$ cat config.mk
export PLATFORM = sky130hd
export DESIGN_NAME = generational_handle_table
export DESIGN_NICKNAME = d
export VERILOG_FILES = /design/src/ghtab_pkg.sv /design/src/generational_handle_table.sv /design/src/ghtab_ram.sv /design/src/ghtab_alloc.sv
export SDC_FILE = /design/constraint.sdc
export NUM_CORES = 1
export LEC_CHECK = 0
export ABC_CLOCK_PERIOD_IN_PS = 5900
export BUFFER_PORTS_ARGS = -buffer_cell sky130_fd_sc_hd__buf_2
export CAP_MARGIN = 20
export CORE_MARGIN = 2
export CORE_UTILIZATION = 56
export DETAILED_ROUTE_END_ITERATION = 6
export HOLD_SLACK_MARGIN = 0.05
export PLACE_DENSITY = 0.76
export SLEW_MARGIN = 10
export SYNTH_ARGS = -nofsm -noshare
export SYNTH_HDL_FRONTEND = slang
export SYNTH_SLANG_ARGS = --single-unit
$ cat constraint.sdc
create_clock -name clk_i -period 5.9 [get_ports clk_i]
set_clock_uncertainty 0.05 [all_clocks]
set_input_delay 0.295 -clock clk_i [delete_from_list [all_inputs] [get_ports clk_i]]
set_output_delay 0.295 -clock clk_i [all_outputs]
set_load 0.02 [all_outputs]
$ cat src/ghtab_pkg.sv
// ghtab_pkg: command codes, status codes and constants for the handle table
// no dependencies
package ghtab_pkg;

  localparam int unsigned WordW = 32;
  localparam int unsigned CmdW  = 2;

  localparam logic [CmdW-1:0] CmdOpen  = 2'd0;
  localparam logic [CmdW-1:0] CmdClose = 2'd1;
  localparam logic [CmdW-1:0] CmdCheck = 2'd2;

  typedef enum logic [1:0] {
    ST_OK      = 2'd0,
    ST_INVALID = 2'd1,
    ST_FULL    = 2'd2
  } status_e;

  localparam logic [WordW-1:0] GenReset = 32'd1;

endpackage

$ cat src/generational_handle_table.sv
// generational_handle_table: top level, two-stage command pipe and result register
// depends on ghtab_pkg, ghtab_alloc, ghtab_ram
//
//   channel | valid       | stall        | payload
//   in      | in_valid_i  | in_stall_o   | command_i, handle_index_i, handle_generation_i
//   out     | out_valid_o | out_stall_i  | status_o, issued_index_o, issued_generation_o
//
// one beat per cycle while in_stall_o is low; a result passes the input register, the
// generation ram read and the result register, and leaves once out_stall_i is low
// after reset the generation ram is swept to one, slot by slot, with in_stall_o high
// a held result freezes the whole pipe, so in_stall_o is high while out_valid_o and
// out_stall_i are both high
module generational_handle_table
  import ghtab_pkg::*;
#(
  parameter int unsigned SLOT_COUNT = 16
) (
  input  logic              clk_i,
  input  logic              rst_ni,
  input  logic              in_valid_i,
  output logic              in_stall_o,
  input  logic [CmdW-1:0]   command_i,
  input  logic [WordW-1:0]  handle_index_i,
  input  logic [WordW-1:0]  handle_generation_i,
  output logic              out_valid_o,
  input  logic              out_stall_i,
  output logic [1:0]        status_o,
  output logic [WordW-1:0]  issued_index_o,
  output logic [WordW-1:0]  issued_generation_o
);

  localparam int unsigned SlotW = (SLOT_COUNT > 1) ? $clog2(SLOT_COUNT) : 1;

  logic             adv, accept;
  logic             clearing_q;
  logic [SlotW-1:0] clr_cnt_q;

  // stage 1
  logic             s1_valid_q;
  logic [CmdW-1:0]  s1_cmd_q;
  logic [WordW-1:0] s1_idx_q, s1_gen_q;
  logic             s1_open, s1_in_range, s1_hit;
  logic [SlotW-1:0] lookup_slot, free_slot, rd_slot;
  logic             full, lookup_active;

  // stage 2
  logic             s2_valid_q;
  logic [CmdW-1:0]  s2_cmd_q;
  logic [SlotW-1:0] s2_slot_q;
  logic             s2_hit_q;
  logic [WordW-1:0] s2_hgen_q;
  logic             fwd_en_q;
  logic [WordW-1:0] fwd_data_q;
  logic [WordW-1:0] ram_rdata, cur_gen;
  logic             close_ok;
  status_e          s2_status;
  logic [WordW-1:0] s2_idx, s2_gen;

  // generation writes
  logic             gen_we, ram_we;
  logic [WordW-1:0] gen_wdata, ram_wdata;
  logic [SlotW-1:0] ram_waddr;

  // result register
  logic             out_valid_q;
  status_e          out_status_q;
  logic [WordW-1:0] out_idx_q, out_gen_q;

  assign adv        = !(out_valid_q && out_stall_i);
  assign in_stall_o = clearing_q || !adv;
  assign accept     = in_valid_i && !in_stall_o;

  // clearing sweep
  always_ff @(posedge clk_i or negedge rst_ni) begin
    if (!rst_ni) begin
      clearing_q <= 1'b1;
      clr_cnt_q  <= '0;
    end else if (clearing_q) begin
      clr_cnt_q <= clr_cnt_q + SlotW'(1);
      if (clr_cnt_q == SlotW'(SLOT_COUNT - 1)) begin
        clearing_q <= 1'b0;
      end
    end
  end

  // stage 1: slot choice and active lookup
  assign s1_open     = (s1_cmd_q == CmdOpen);
  assign s1_in_range = (s1_idx_q != '0) && (s1_idx_q <= WordW'(SLOT_COUNT));
  assign lookup_slot = SlotW'(s1_idx_q - WordW'(1));
  assign rd_slot     = s1_open ? free_slot : lookup_slot;
  assign s1_hit      = s1_open ? !full : (s1_in_range && lookup_active);

  ghtab_alloc #(
    .SLOT_COUNT(SLOT_COUNT)
  ) u_alloc (
    .clk_i          (clk_i),
    .rst_ni         (rst_ni),
    .upd_i          (adv),
    .clr_en_i       (close_ok),
    .clr_slot_i     (s2_slot_q),
    .set_en_i       (s1_valid_q && s1_open),
    .lookup_slot_i  (lookup_slot),
    .free_slot_o    (free_slot),
    .full_o         (full),
    .lookup_active_o(lookup_active)
  );

  always_ff @(posedge clk_i or negedge rst_ni) begin
    if (!rst_ni) begin
      s1_valid_q <= 1'b0;
    end else if (adv) begin
      s1_valid_q <= accept;
    end
  end

  always_ff @(posedge clk_i) begin
    if (accept) begin
      s1_cmd_q <= command_i;
      s1_idx_q <= handle_index_i;
      s1_gen_q <= handle_generation_i;
    end
  end

  // stage 2: generation compare and update
  assign cur_gen   = fwd_en_q ? fwd_data_q : ram_rdata;
  assign close_ok  = s2_valid_q && (s2_cmd_q == CmdClose) && s2_hit_q
                     && (cur_gen == s2_hgen_q);
  assign gen_we    = close_ok && adv;
  assign gen_wdata = cur_gen + WordW'(1);

  always_comb begin
    s2_status = ST_INVALID;
    s2_idx    = '0;
    s2_gen    = '0;
    case (s2_cmd_q)
      CmdOpen: begin
        if (s2_hit_q) begin
          s2_status = ST_OK;
          s2_idx    = WordW'(s2_slot_q) + WordW'(1);
          s2_gen    = cur_gen;
        end else begin
          s2_status = ST_FULL;
        end
      end
      CmdClose, CmdCheck: begin
        if (s2_hit_q && (cur_gen == s2_hgen_q)) begin
          s2_status = ST_OK;
        end
      end
      default: s2_status = ST_INVALID;
    endcase
  end

  assign ram_we    = clearing_q || gen_we;
  assign ram_waddr = clearing_q ? clr_cnt_q : s2_slot_q;
  assign ram_wdata = clearing_q ? GenReset : gen_wdata;

  ghtab_ram #(
    .Width(WordW),
    .Depth(SLOT_COUNT)
  ) u_gen_ram (
    .clk_i  (clk_i),
    .we_i   (ram_we),
    .waddr_i(ram_waddr),
    .wdata_i(ram_wdata),
    .re_i   (adv),
    .raddr_i(rd_slot),
    .rdata_o(ram_rdata)
  );

  always_ff @(posedge clk_i or negedge rst_ni) begin
    if (!rst_ni) begin
      s2_valid_q <= 1'b0;
    end else if (adv) begin
      s2_valid_q <= s1_valid_q;
    end
  end

  // a write landing on the slot being read overtakes the ram data
  always_ff @(posedge clk_i) begin
    if (adv) begin
      s2_cmd_q   <= s1_cmd_q;
      s2_slot_q  <= rd_slot;
      s2_hit_q   <= s1_hit;
      s2_hgen_q  <= s1_gen_q;
      fwd_en_q   <= gen_we && (s2_slot_q == rd_slot);
      fwd_data_q <= gen_wdata;
    end
  end

  // result register
  always_ff @(posedge clk_i or negedge rst_ni) begin
    if (!rst_ni) begin
      out_valid_q <= 1'b0;
    end else if (adv) begin
      out_valid_q <= s2_valid_q;
    end
  end

  always_ff @(posedge clk_i) begin
    if (adv && s2_valid_q) begin
      out_status_q <= s2_status;
      out_idx_q    <= s2_idx;
      out_gen_q    <= s2_gen;
    end
  end

  assign out_valid_o         = out_valid_q;
  assign status_o            = out_status_q;
  assign issued_index_o      = out_idx_q;
  assign issued_generation_o = out_gen_q;

endmodule

$ cat src/ghtab_ram.sv
// ghtab_ram: generic single write port, single read port ram, registered read
// no dependencies
module ghtab_ram #(
  parameter int unsigned Width = 32,
  parameter int unsigned Depth = 16,
  localparam int unsigned AddrW = (Depth > 1) ? $clog2(Depth) : 1
) (
  input  logic             clk_i,
  input  logic             we_i,
  input  logic [AddrW-1:0] waddr_i,
  input  logic [Width-1:0] wdata_i,
  input  logic             re_i,
  input  logic [AddrW-1:0] raddr_i,
  output logic [Width-1:0] rdata_o
);

  logic [Width-1:0] mem_q [Depth];
  logic [Width-1:0] rdata_q;

  always_ff @(posedge clk_i) begin
    if (we_i) begin
      mem_q[waddr_i] <= wdata_i;
    end
    if (re_i) begin
      rdata_q <= mem_q[raddr_i];
    end
  end

  assign rdata_o = rdata_q;

endmodule

$ cat src/ghtab_alloc.sv
// ghtab_alloc: active bit vector, lowest-free search and active lookup
// depends on nothing but its parameters
module ghtab_alloc #(
  parameter int unsigned SLOT_COUNT = 16,
  localparam int unsigned SlotW = (SLOT_COUNT > 1) ? $clog2(SLOT_COUNT) : 1
) (
  input  logic             clk_i,
  input  logic             rst_ni,
  input  logic             upd_i,
  input  logic             clr_en_i,
  input  logic [SlotW-1:0] clr_slot_i,
  input  logic             set_en_i,
  input  logic [SlotW-1:0] lookup_slot_i,
  output logic [SlotW-1:0] free_slot_o,
  output logic             full_o,
  output logic             lookup_active_o
);

  logic [SLOT_COUNT-1:0] active_q, active_d;
  logic [SLOT_COUNT-1:0] eff;
  logic [SLOT_COUNT-1:0] set_dec;

  // close in the later stage frees its slot for an open in the same cycle
  always_comb begin
    for (int i = 0; i < SLOT_COUNT; i++) begin
      eff[i] = active_q[i] & ~(clr_en_i && (clr_slot_i == SlotW'(i)));
    end
  end

  always_comb begin
    free_slot_o     = '0;
    lookup_active_o = 1'b0;
    for (int i = SLOT_COUNT - 1; i >= 0; i--) begin
      if (!eff[i]) begin
        free_slot_o = SlotW'(i);
      end
    end
    for (int i = 0; i < SLOT_COUNT; i++) begin
      if (lookup_slot_i == SlotW'(i)) begin
        lookup_active_o = eff[i];
      end
    end
  end

  assign full_o = &eff;

  always_comb begin
    for (int i = 0; i < SLOT_COUNT; i++) begin
      set_dec[i] = set_en_i && !full_o && (free_slot_o == SlotW'(i));
    end
    active_d = upd_i ? (eff | set_dec) : active_q;
  end

  always_ff @(posedge clk_i or negedge rst_ni) begin
    if (!rst_ni) begin
      active_q <= '0;
    end else begin
      active_q <= active_d;
    end
  end

endmodule
# Word level (Yosys, flattened, before mapping)
# Memories as Yosys holds them, arrays and structs flattened. A register that Yosys moved wholly into a read port is not among the register bits.
# Index checks and enable logic that the tools add are counted.
[totals]
word_cells = 211
in_bits = 70
latch_bits = 0
ram_bits = 512
romBits = 0
out_inout_bits = 68
memories = 1
ff_bits = 228
[classes]
div = 0
order_cmp = 1
multipliers = 0
reduce_logical = 60
n_addsub = 4
n_shift = 0
n_eq_ne = 50
muxes = 44
n_bitwise = 33
[mem_list]
columns = ["memory", "depth", "word_bits", "rd", "rd_ports_with_merged_regs", "write_ports", "line", "rtl"]
rows = [
  ["u_gen_ram.mem_q", 16, 32, 1, 1, 1, "ghtab_ram.sv:17", "logic [Width-1:0] mem_q [Depth];"],
]
[ops]
columns = ["cell", "n"]
rows = [
  ["4-bit equality test (second input constant)", 25],
  ["4-bit 2-to-1 mux", 18],
  ["32-bit 2-to-1 mux", 2],
  ["4-bit by 3-bit equality test with 1-bit output (second input constant)", 12],
  ["1-bit logical AND", 45],
  ["32-bit by 1-bit adder with 32-bit output (second input constant)", 1],
  ["32-bit equality test", 1],
  ["32-bit by 5-bit less-or-equal comparator with 1-bit output (second input constant)", 1],
  ["32-bit nonzero test", 1],
  ["4-bit by 2-bit equality test with 1-bit output (second input constant)", 6],
  ["1-bit 2-to-1 mux", 22],
  ["1-bit AND", 16],
  ["1-bit NOT", 16],
  ["16-bit bitwise OR", 1],
  ["16-bit AND reduction", 1],
  ["4-bit by 1-bit equality test with 1-bit output (second input constant)", 3],
  ["4-bit zero test", 3],
  ["4-bit by 1-bit adder with 5-bit output (second input constant)", 1],
  ["4-bit by 1-bit adder with 4-bit output (second input constant)", 1],
  ["4-bit equality test", 1],
  ["1-bit zero test", 4],
  ["2-bit zero test", 2],
  ["2-bit case mux with 2 select lines", 1],
  ["4-bit by 1-bit subtractor with 4-bit output (second input constant)", 1],
  ["6 further kinds", 7],
]

# Depth between registers and ports, before layout
# Gate-level depths: netlist (run 1).
[logic_depth]
word_depth = 26
ltp_mapped = 21
mapped_depth_nobuf = 15

# Cells and area by module
# A second synthesis (run 1) with hierarchy kept.
[unflattened]
cells_unflattened = 1584
hier_area_um2 = 29813.6
[by_module_without_submodules]
columns = ["mod", "cells_each", "area_each_um2", "seq_area_each_um2", "instances"]
rows = [
  ["ghtab_ram", 838, 20156.8, 16335.7, 1],
  ["generational_handle_table", 552, 8195.4, 5516.5, 1],
  ["ghtab_alloc", 194, 1461.4, 400.4, 1],
]

# Worst setup path after synthesis (run 1)
# No wires, ideal clock.
[synth_path]
path_kind = "reg-to-reg"
start = "register out_valid_q, in the netlist out_valid_o"
end = "memory u_gen_ram.mem_q[11][0], enable pin"
stages_incl_launch_ff = 7
t_arrival_ns = 5.305
required_time_ns = 5.429
path_slack_ns = 0.124
n_path_buf = 0
setup_ns = 0.421
period_less_slack_ns = 5.776
path_cell_list = "dfrtp_1 -> and2_1 -> inv_1 -> nand3_1 -> nor3b_1 -> a21oi_1 -> nor2_1"
[synth_between]
elab_chain_len = 6
[synth_lines]
columns = ["element", "line", "rtl"]
rows = [
  ["from (decl)", "generational_handle_table.sv:65", "logic out_valid_q;"],
  ["from (signal assigned)", "generational_handle_table.sv:196", "out_valid_q <= s2_valid_q;"],
  ["1-bit logical AND", "generational_handle_table.sv:69", "assign adv = !(out_valid_q && out_stall_i);"],
  ["1-bit zero test", "generational_handle_table.sv:69", ""],
  ["1-bit logical AND", "generational_handle_table.sv:128", "assign gen_we = close_ok && adv;"],
  ["1-bit logical OR", "generational_handle_table.sv:154", "assign ram_we = clearing_q || gen_we;"],
  ["1-bit 2-to-1 mux", "ghtab_ram.sv:21", "if (we_i) begin"],
  ["1-bit 2-to-1 mux (implied by the code)", "ghtab_ram.sv:22", "mem_q[waddr_i] <= wdata_i;"],
  ["to (decl)", "ghtab_ram.sv:17", ""],
]
# No other way between the ends.

# Worst setup path after layout (run 1)
[layout_path]
start = "register fwd_en_q"
end = "register u_gen_ram.rdata_q[19], in the netlist u_gen_ram.rdata_o[19], read port of u_gen_ram.mem_q, data pin"
[layout_between]
elab_chain_len = 23
elab_cells_between_ends = 68
cone_classes = "1 x eq/ne; 18 x mux; 32 x bitwise; 17 x reduce/logical"
[layout_lines]
columns = ["element", "line", "rtl"]
rows = [
  ["from (decl)", "generational_handle_table.sv:52", "logic fwd_en_q;"],
  ["from (signal assigned)", "generational_handle_table.sv:186", "fwd_en_q <= gen_we && (s2_slot_q == rd_slot);"],
  ["32-bit 2-to-1 mux (*)", "generational_handle_table.sv:125", "assign cur_gen = fwd_en_q ? fwd_data_q : ram_rdata;"],
  ["32-bit equality test (*)", "generational_handle_table.sv:127", "&& (cur_gen == s2_hgen_q);"],
  ["1-bit logical AND (*)", "generational_handle_table.sv:127", ""],
  ["1-bit logical AND", "ghtab_alloc.sv:26", "eff[i] = active_q[i] & ~(clr_en_i && (clr_slot_i == SlotW'(i)));"],
  ["1-bit NOT", "ghtab_alloc.sv:26", ""],
  ["1-bit AND", "ghtab_alloc.sv:26", ""],
  ["4-bit 2-to-1 mux (15 in a row)", "ghtab_alloc.sv:34", "if (!eff[i]) begin"],
  ["4-bit 2-to-1 mux (*)", "ghtab_alloc.sv:34", ""],
  ["4-bit 2-to-1 mux (*)", "generational_handle_table.sv:90", "assign rd_slot = s1_open ? free_slot : lookup_slot;"],
  ["to (decl)", "ghtab_ram.sv:18", "logic [Width-1:0] rdata_q;"],
]
# Mark *: on every way between the ends. The rest lies on a longest branch, timed or not.
# A chain may end at the register's enable or synchronous reset.

==> results.json, run 1 <==
{
  "cts_tree": "done",
  "dr.pass1.iters": 6,
  "netlist_top_cells_count": "edfxtp_1, nand2_1, nor2_1",
  "yosysUniqueCellTypes": 78,
  "cp.arrival_ns": 5.67,
  "synth_area_sq_mm": 0.03448,
  "peakVddDrop_uv": 292.0,
  "cts_buffers": 77,
  "grt_start_max_net_pins": 107,
  "layout-drive-gt1-share_pct": 19.03,
  "finalWirelength_mm": 98.72,
  "nets": 2800,
  "area_growth_pct": 14.40,
  "placementRows": 90,
  "gr-total-overflow": 0,
  "wl_met3_mm": 10.05,
  "synth_top_flop_cell": "edfxtp_1",
  "yosysWarnings": 0,
  "detail_route.vias_per_cell": 6.694,
  "muxShareOfSynthArea_pct": 10.04,
  "grt.total_usage_pct": 31.09,
  "async_reset_ff_share_pct": 3.221,
  "clockBufferDepth": 3,
  "crit_path_end_kind": "flop",
  "root_buffer": "clkbuf_16",
  "relSlewSlack_pct": 29.27,
  "die_h_um": 252.1,
  "setup_tns_ns": 0,
  "critical_path.most_common_cell": "buf_4",
  "grt_pass1_vias": 23710,
  "io_pins": 138,
  "synth_top_family_by_area": "simple AND/OR/NAND/NOR gates",
  "initial_core_util_pct": 56.92,
  "diodes": 0,
  "start_kind": "flop",
  "yosys-top-cells-area": "edfxtp_1, mux4_2, nand2_1, o21ai_0, nand3_1",
  "cts_max_level": 3,
  "synth_adder_area_share_pct": 0.5080,
  "setup_viol": 0,
  "routed-via-count": 23840,
  "ys_seq_elements": 745,
  "cp.required_ns": 6.22,
  "routedWlPerCell_um": 27.72,
  "max_freq_mhz": 186.8,
  "clk_pin_slew_ns": 0.06,
  "netlist_instances": 2537,
  "drt-initial-drc-count": 3200,
  "insertion_delay_ns": 0.64,
  "synth-edff-count": 721,
  "layout_min_cycle_time_ns": 5.352,
  "p_per_area_mw_per_mm2": 432.7,
  "antenna_found_initial": 1,
  "cp_cell_sequence": "buf_4 -> mux2i_2 -> xnor2_1 -> nor4_2 -> nand4_4 -> nor4_2 -> buf_4 -> a31oi_1 -> or3_1 -> o211a_4 -> inv_6 -> buf_4 -> mux2i_1 -> a221oi_1 -> or4_1",
  "crit_fanout": 39,
  "routabilityCongestion": 0.8967,
  "place_ws_ns": 0.1897,
  "synth_top_area_cell": "edfxtp_1",
  "grt_pass1_wl_mm": 146.6,
  "synth.most_common_cell": "edfxtp_1",
  "status": "complete, no violations",
  "min_period_over_period_pct": 90.71,
  "synth-xor-area-share_pct": 1.930,
  "m1WireLength_mm": 34.80,
  "synth-compound-area-share_pct": 8.385,
  "tightest_slew_ns": 1.059,
  "hold_violations": 0,
  "worst_slack_ns": 0.5479,
  "syn_avg_cell_area_sq_um": 13.59,
  "met2WireLength_mm": 48.18,
  "critical_path.slowest_cell": "edfxtp_1",
  "synth_top_cell_area_share_pct": 62.79,
  "top_layer": "met4",
  "cts_resized": 0,
  "final_antenna_net_count": 0,
  "cts.sinks": 745,
  "io_buffers": 110,
  "crit_type": "flop to flop",
  "power_leakage_nw": 13.36,
  "drc": 0,
  "slew_violations": 0,
  "dp_hpwl_mm": 57.37,
  "die_w_um": 252.1,
  "die_area_sq_mm": 0.06358,
  "coreArea_sq_mm": 0.06058,
  "synthSimpleGateAreaFrac_pct": 11.47,
  "hp-class": "input pin to flop",
  "ys_seq_area_share_pct": 64.53,
  "grt_setup_unrepaired": "no",
  "maxCapViolations": 0,
  "max_stage_delay_ns": 0.52
}
## per-layer routing
metal,vias up,GRT usage [%]
li1,10020,-
met1,11920,39.68
met2,1556,50.48
met3,351,6.468
met4,0,16.58
met5,-,0
## metrics by stage
stage / instance area [sq um] / instances / total power [mW] / util (%) / hold slack (ns)
global route: 39450 / 3562 / 17.60 / 65.11 / 0.08950
detailed placement: 36150 / 3349 / 11.98 / 59.67 / 0.2862
CTS: 39410 / 3559 / 16.98 / 65.04 / 0.06870
finish: 39450 / 3562 / 17.07 / 65.11 / 0.09385
global placement: 36150 / 3349 / 11.86 / 59.67 / 0.2797
floorplan: 34580 / 2563 / 10.27 / - / -0.05059
## what timing repair did
action / 4_1_cts / 5_1_grt
setup buffers: 0 / 2
hold buffers: 67 / 0
setup endpoints to repair: 0 / 28
hold endpoints to repair: 90 / 0
## layout make-up
type                    instances  area (sq um)
fillers                      4176         21140
clock inverters                48         538.0
repair buffers                256          2022
well taps                     782         978.4
inverters                      45         176.4
clock buffers                  95          2046
flip-flops and latches        745         22250
multi-input cells            1591         11430
## state kept, by name, indices dropped and copies added (netlist names), 5 cells and up
signal / count
fwd_data_q: 32
s1_idx_q: 32
s1_gen_q: 32
s2_hgen_q: 32
u_alloc.active_q: 16
issued_generation_o: 32
u_gen_ram.mem_q: 512
issued_index_o: 5
u_gen_ram.rdata_o: 32
## kinds of logic after synthesis
group	after synthesis
buffers and inverters	227
xor gates and xnor gates	76
AOI/OAI and AO/OA	427
muxes	175
and+or+nand+nor	872
other	1
DFF	745
adders and majority gates	14
## where the power goes
group | switching (mW) | internal, mW
Sequential | 0.382 | 7.11
Combinational | 3.18 | 1.39
Clock | 2.12 | 2.90
Total | 5.67 | 11.4
## layout by cell type, fill, tap and decap left out, types with 17 or more instances in the layout
master,n
edfxtp_1,721
nand2_1,452
mux4_2,128
o21ai_0,125
nand3_1,117
nor2_1,117
buf_2,110
clkbuf_16,78
a31oi_1,73
dlygate4sd3_1,67
buf_4,63
xnor2_1,57
inv_1,43
a21oi_1,41
and2_1,36
mux2i_1,27
conb_1,27
nand4_1,25
o211ai_1,25
dfrtp_1,23
o221ai_1,21
xor2_1,19
a211o_1,19
a311oi_1,18
nor3_1,17
nor2_4,17
## path summary, 6_finish.rpt
kind,from,end,slack (ns),depth (start not counted)
min in group asynchronous,rst_ni,u_alloc.active_q[6],0.15,2
setup / recovery,fwd_en_q,u_gen_ram.rdata_o[19],0.55,15
max in group asynchronous,rst_ni,clr_cnt_q[3],5.23,2
setup reg to reg,fwd_en_q,u_gen_ram.rdata_o[19],0.55,15
hold reg to reg,s1_gen_q[28],s2_hgen_q[28],0.36,0
hold / removal,out_stall_i,s2_valid_q,0.09,4
## worst max-delay path, delay by kind of cell (launching register included)
| family | cells | cell delay, ns |
|---|---|---|
| flip-flops | 1 | 0.52 |
| XOR/XNOR | 1 | 0.15 |
| AND/OR/NAND/NOR | 5 | 1.89 |
| AO/OA/AOI/OAI | 3 | 0.48 |
| multiplexers | 2 | 0.61 |
| buffers and inverters | 4 | 1.32 |
Power figures use the tool's default switching activity.
==> inputs of run 2 (changes only) <==
--- a/config.mk
+++ b/config.mk
@@ -13,6 +13,7 @@
 export DETAILED_ROUTE_END_ITERATION = 6
 export HOLD_SLACK_MARGIN = 0.05
 export PLACE_DENSITY = 0.76
+export RECOVER_POWER = 100
 export SLEW_MARGIN = 10
 export SYNTH_ARGS = -nofsm -noshare
 export SYNTH_HDL_FRONTEND = slang
==> results.json, run 2 (same netlist as run 1, synthesis figures left out) <==
{
  "final_common_cell": "edfxtp_1",
  "max_freq_mhz": 180.4,
  "routabilityCongestion": 0.8967,
  "status": "complete, but fails checks",
  "layout-drive-gt1-share_pct": 16.65,
  "setup_viol": 0,
  "grt.total_usage_pct": 31.09,
  "crit_path_end_kind": "flop",
  "root_buffer": "clkbuf_16",
  "cts_buffers": 77,
  "seq_power_share_pct": 44.1,
  "max_stage_delay_ns": 1.15,
  "drc": 5,
  "hp-class": "input pin to flop",
  "totalPowerFinal_mw": 17.05,
  "die_area_sq_mm": 0.06358,
  "crit_type": "flop to flop",
  "p_switching_mw": 5.669,
  "diodes": 0,
  "io_buffers": 110,
  "dp_hpwl_mm": 57.37,
  "largest_reg_flops": 512,
  "tightest_slew_ns": 2.223,
  "dr.pass1.iters": 7,
  "cp.required_ns": 6.08,
  "switching_share_pct": 33.26,
  "insertion_delay_ns": 0.64,
  "initial_core_util_pct": 56.92,
  "violations": "DRC, capacitance limit, slew limit",
  "critical_path.slowest_cell": "clkbuf_2",
  "relSlewSlack_pct": -48.21,
  "nets": 2800,
  "crit_fanout": 32,
  "p_int_mw": 11.38,
  "power.share.combinational_pct": 26.5,
  "routed-via-count": 23870,
  "grt_pass1_wl_mm": 146.6,
  "detail_route.vias_per_cell": 6.701,
  "finalWirelength_mm": 98.76,
  "regMostFlops": "u_gen_ram.mem_q",
  "p_per_area_mw_per_mm2": 434.4,
  "peakVddDrop_uv": 291.9,
  "gr-total-overflow": 0,
  "clockBufferDepth": 3,
  "critical_path.most_common_cell": "nor2_1",
  "clkPwrFrac_pct": 29.4,
  "coreArea_sq_mm": 0.06058,
  "crit_buf_inv": 2,
  "die_w_um": 252.1,
  "die_h_um": 252.1,
  "area_growth_pct": 13.79,
  "crit_family": "simple AND/OR/NAND/NOR gates",
  "cts_max_level": 3,
  "setup_tns_ns": 0,
  "min_period_over_period_pct": 93.94,
  "antenna_found_initial": 1,
  "grt_setup_unrepaired": "no",
  "start_kind": "flop",
  "cts.sinks": 745,
  "power_leakage_nw": 13.15,
  "placementRows": 90,
  "routedWlPerCell_um": 27.73,
  "hold_violations": 0,
  "drt-initial-drc-count": 3118,
  "cts_tree": "done",
  "cp.arrival_ns": 5.72,
  "grt_start_max_net_pins": 107,
  "io_pins": 138,
  "fillers": 4242,
  "final_antenna_net_count": 0,
  "clk_pin_slew_ns": 0.06,
  "slew_violations": 279,
  "cp_cell_sequence": "buf_4 -> mux2i_1 -> nand3b_1 -> a2111oi_2 -> nand4_1 -> nor2_1 -> nand3_1 -> nor2_1 -> a21oi_1 -> nor2_4 -> clkbuf_2",
  "mostFrequentLayoutCells": "edfxtp_1, nand2_1, mux4_2",
  "maxCapViolations": 7,
  "layout_min_cycle_time_ns": 5.542,
  "grt_pass1_vias": 23710
}
-- run 2: path summary, 6_finish.rpt --
check / from / to / slack, ns / depth (start not counted)
setup / recovery: fwd_en_q / u_gen_ram.mem_q[4][4] / 0.36 / 11
hold / removal: out_stall_i / s2_valid_q / 0.16 / 4
setup reg to reg: fwd_en_q / u_gen_ram.mem_q[4][4] / 0.36 / 11
hold reg to reg: s1_gen_q[28] / s2_hgen_q[28] / 0.36 / 0
max in group asynchronous: rst_ni / clr_cnt_q[3] / 4.42 / 2
min in group asynchronous: rst_ni / u_alloc.active_q[10] / 0.50 / 2
-- run 2: worst reg2reg max path: stages (launching register included) --
cell and delay, ns:
edfxtp_1 0.53, buf_4 0.24, mux2i_1 0.48, nand3b_1 0.16, a2111oi_2 0.39, nand4_1 0.39, nor2_1 0.38, nand3_1 0.25
nor2_1 0.51, a21oi_1 0.39, nor2_4 0.20, clkbuf_2 1.15
-- run 2: layout make-up --
type | instances | area (sq um) | share of cell area (%)
clock buffers | 95 | 2046 | 5.214
clock inverters | 48 | 538.0 | 1.371
inverters | 45 | 173.9 | 0.4432
multi-input cells | 1591 | 11380 | 29.01
flip-flops and latches | 745 | 22250 | 56.71
well taps | 782 | 978.4 | 2.494
repair buffers | 256 | 1866 | 4.754
-- run 2: per-stage QoR --
stage	cell area [sq um]	hold WS, ns	setup WS, ns	utilization (%)	cells
CTS	39410	0.06870	0.1489	65.04	3559
detailed placement	36150	0.2862	0.1897	59.67	3349
floorplan	34580	-0.05059	0.1242	-	2563
global placement	36150	0.2797	0.3731	59.67	3349
global route	39240	0.1590	0.1745	64.77	3562
finish	39240	0.1586	0.3575	64.77	3562
-- run 2: layer usage --
metal,wire length [um],up-vias,GRT usage (%)
li1,-,10020,-
met3,10090,353,6.468
met2,48080,1569,50.48
met1,34830,11930,39.68
met4,5749,0,16.58
met5,0,-,0
-- run 2: power groups by stage --
stage	clock network, mW	registers (mW)	logic, mW
2_1_floorplan	0	7.45	2.82
3_3_place_gp	0	7.58	4.28
3_5_place_dp	0	7.59	4.40
4_1_cts	5.03	7.48	4.46
5_1_grt	5.24	7.54	4.81
6_report	5.01	7.51	4.52
-- run 2: timing repair --
item                       in CTS  in global routing
gates resized for setup         0                  0
hold buffers                   67                  0
buffers inserted                0                  2
setup endpoints to repair       0                 28
hold endpoints to repair       90                  0
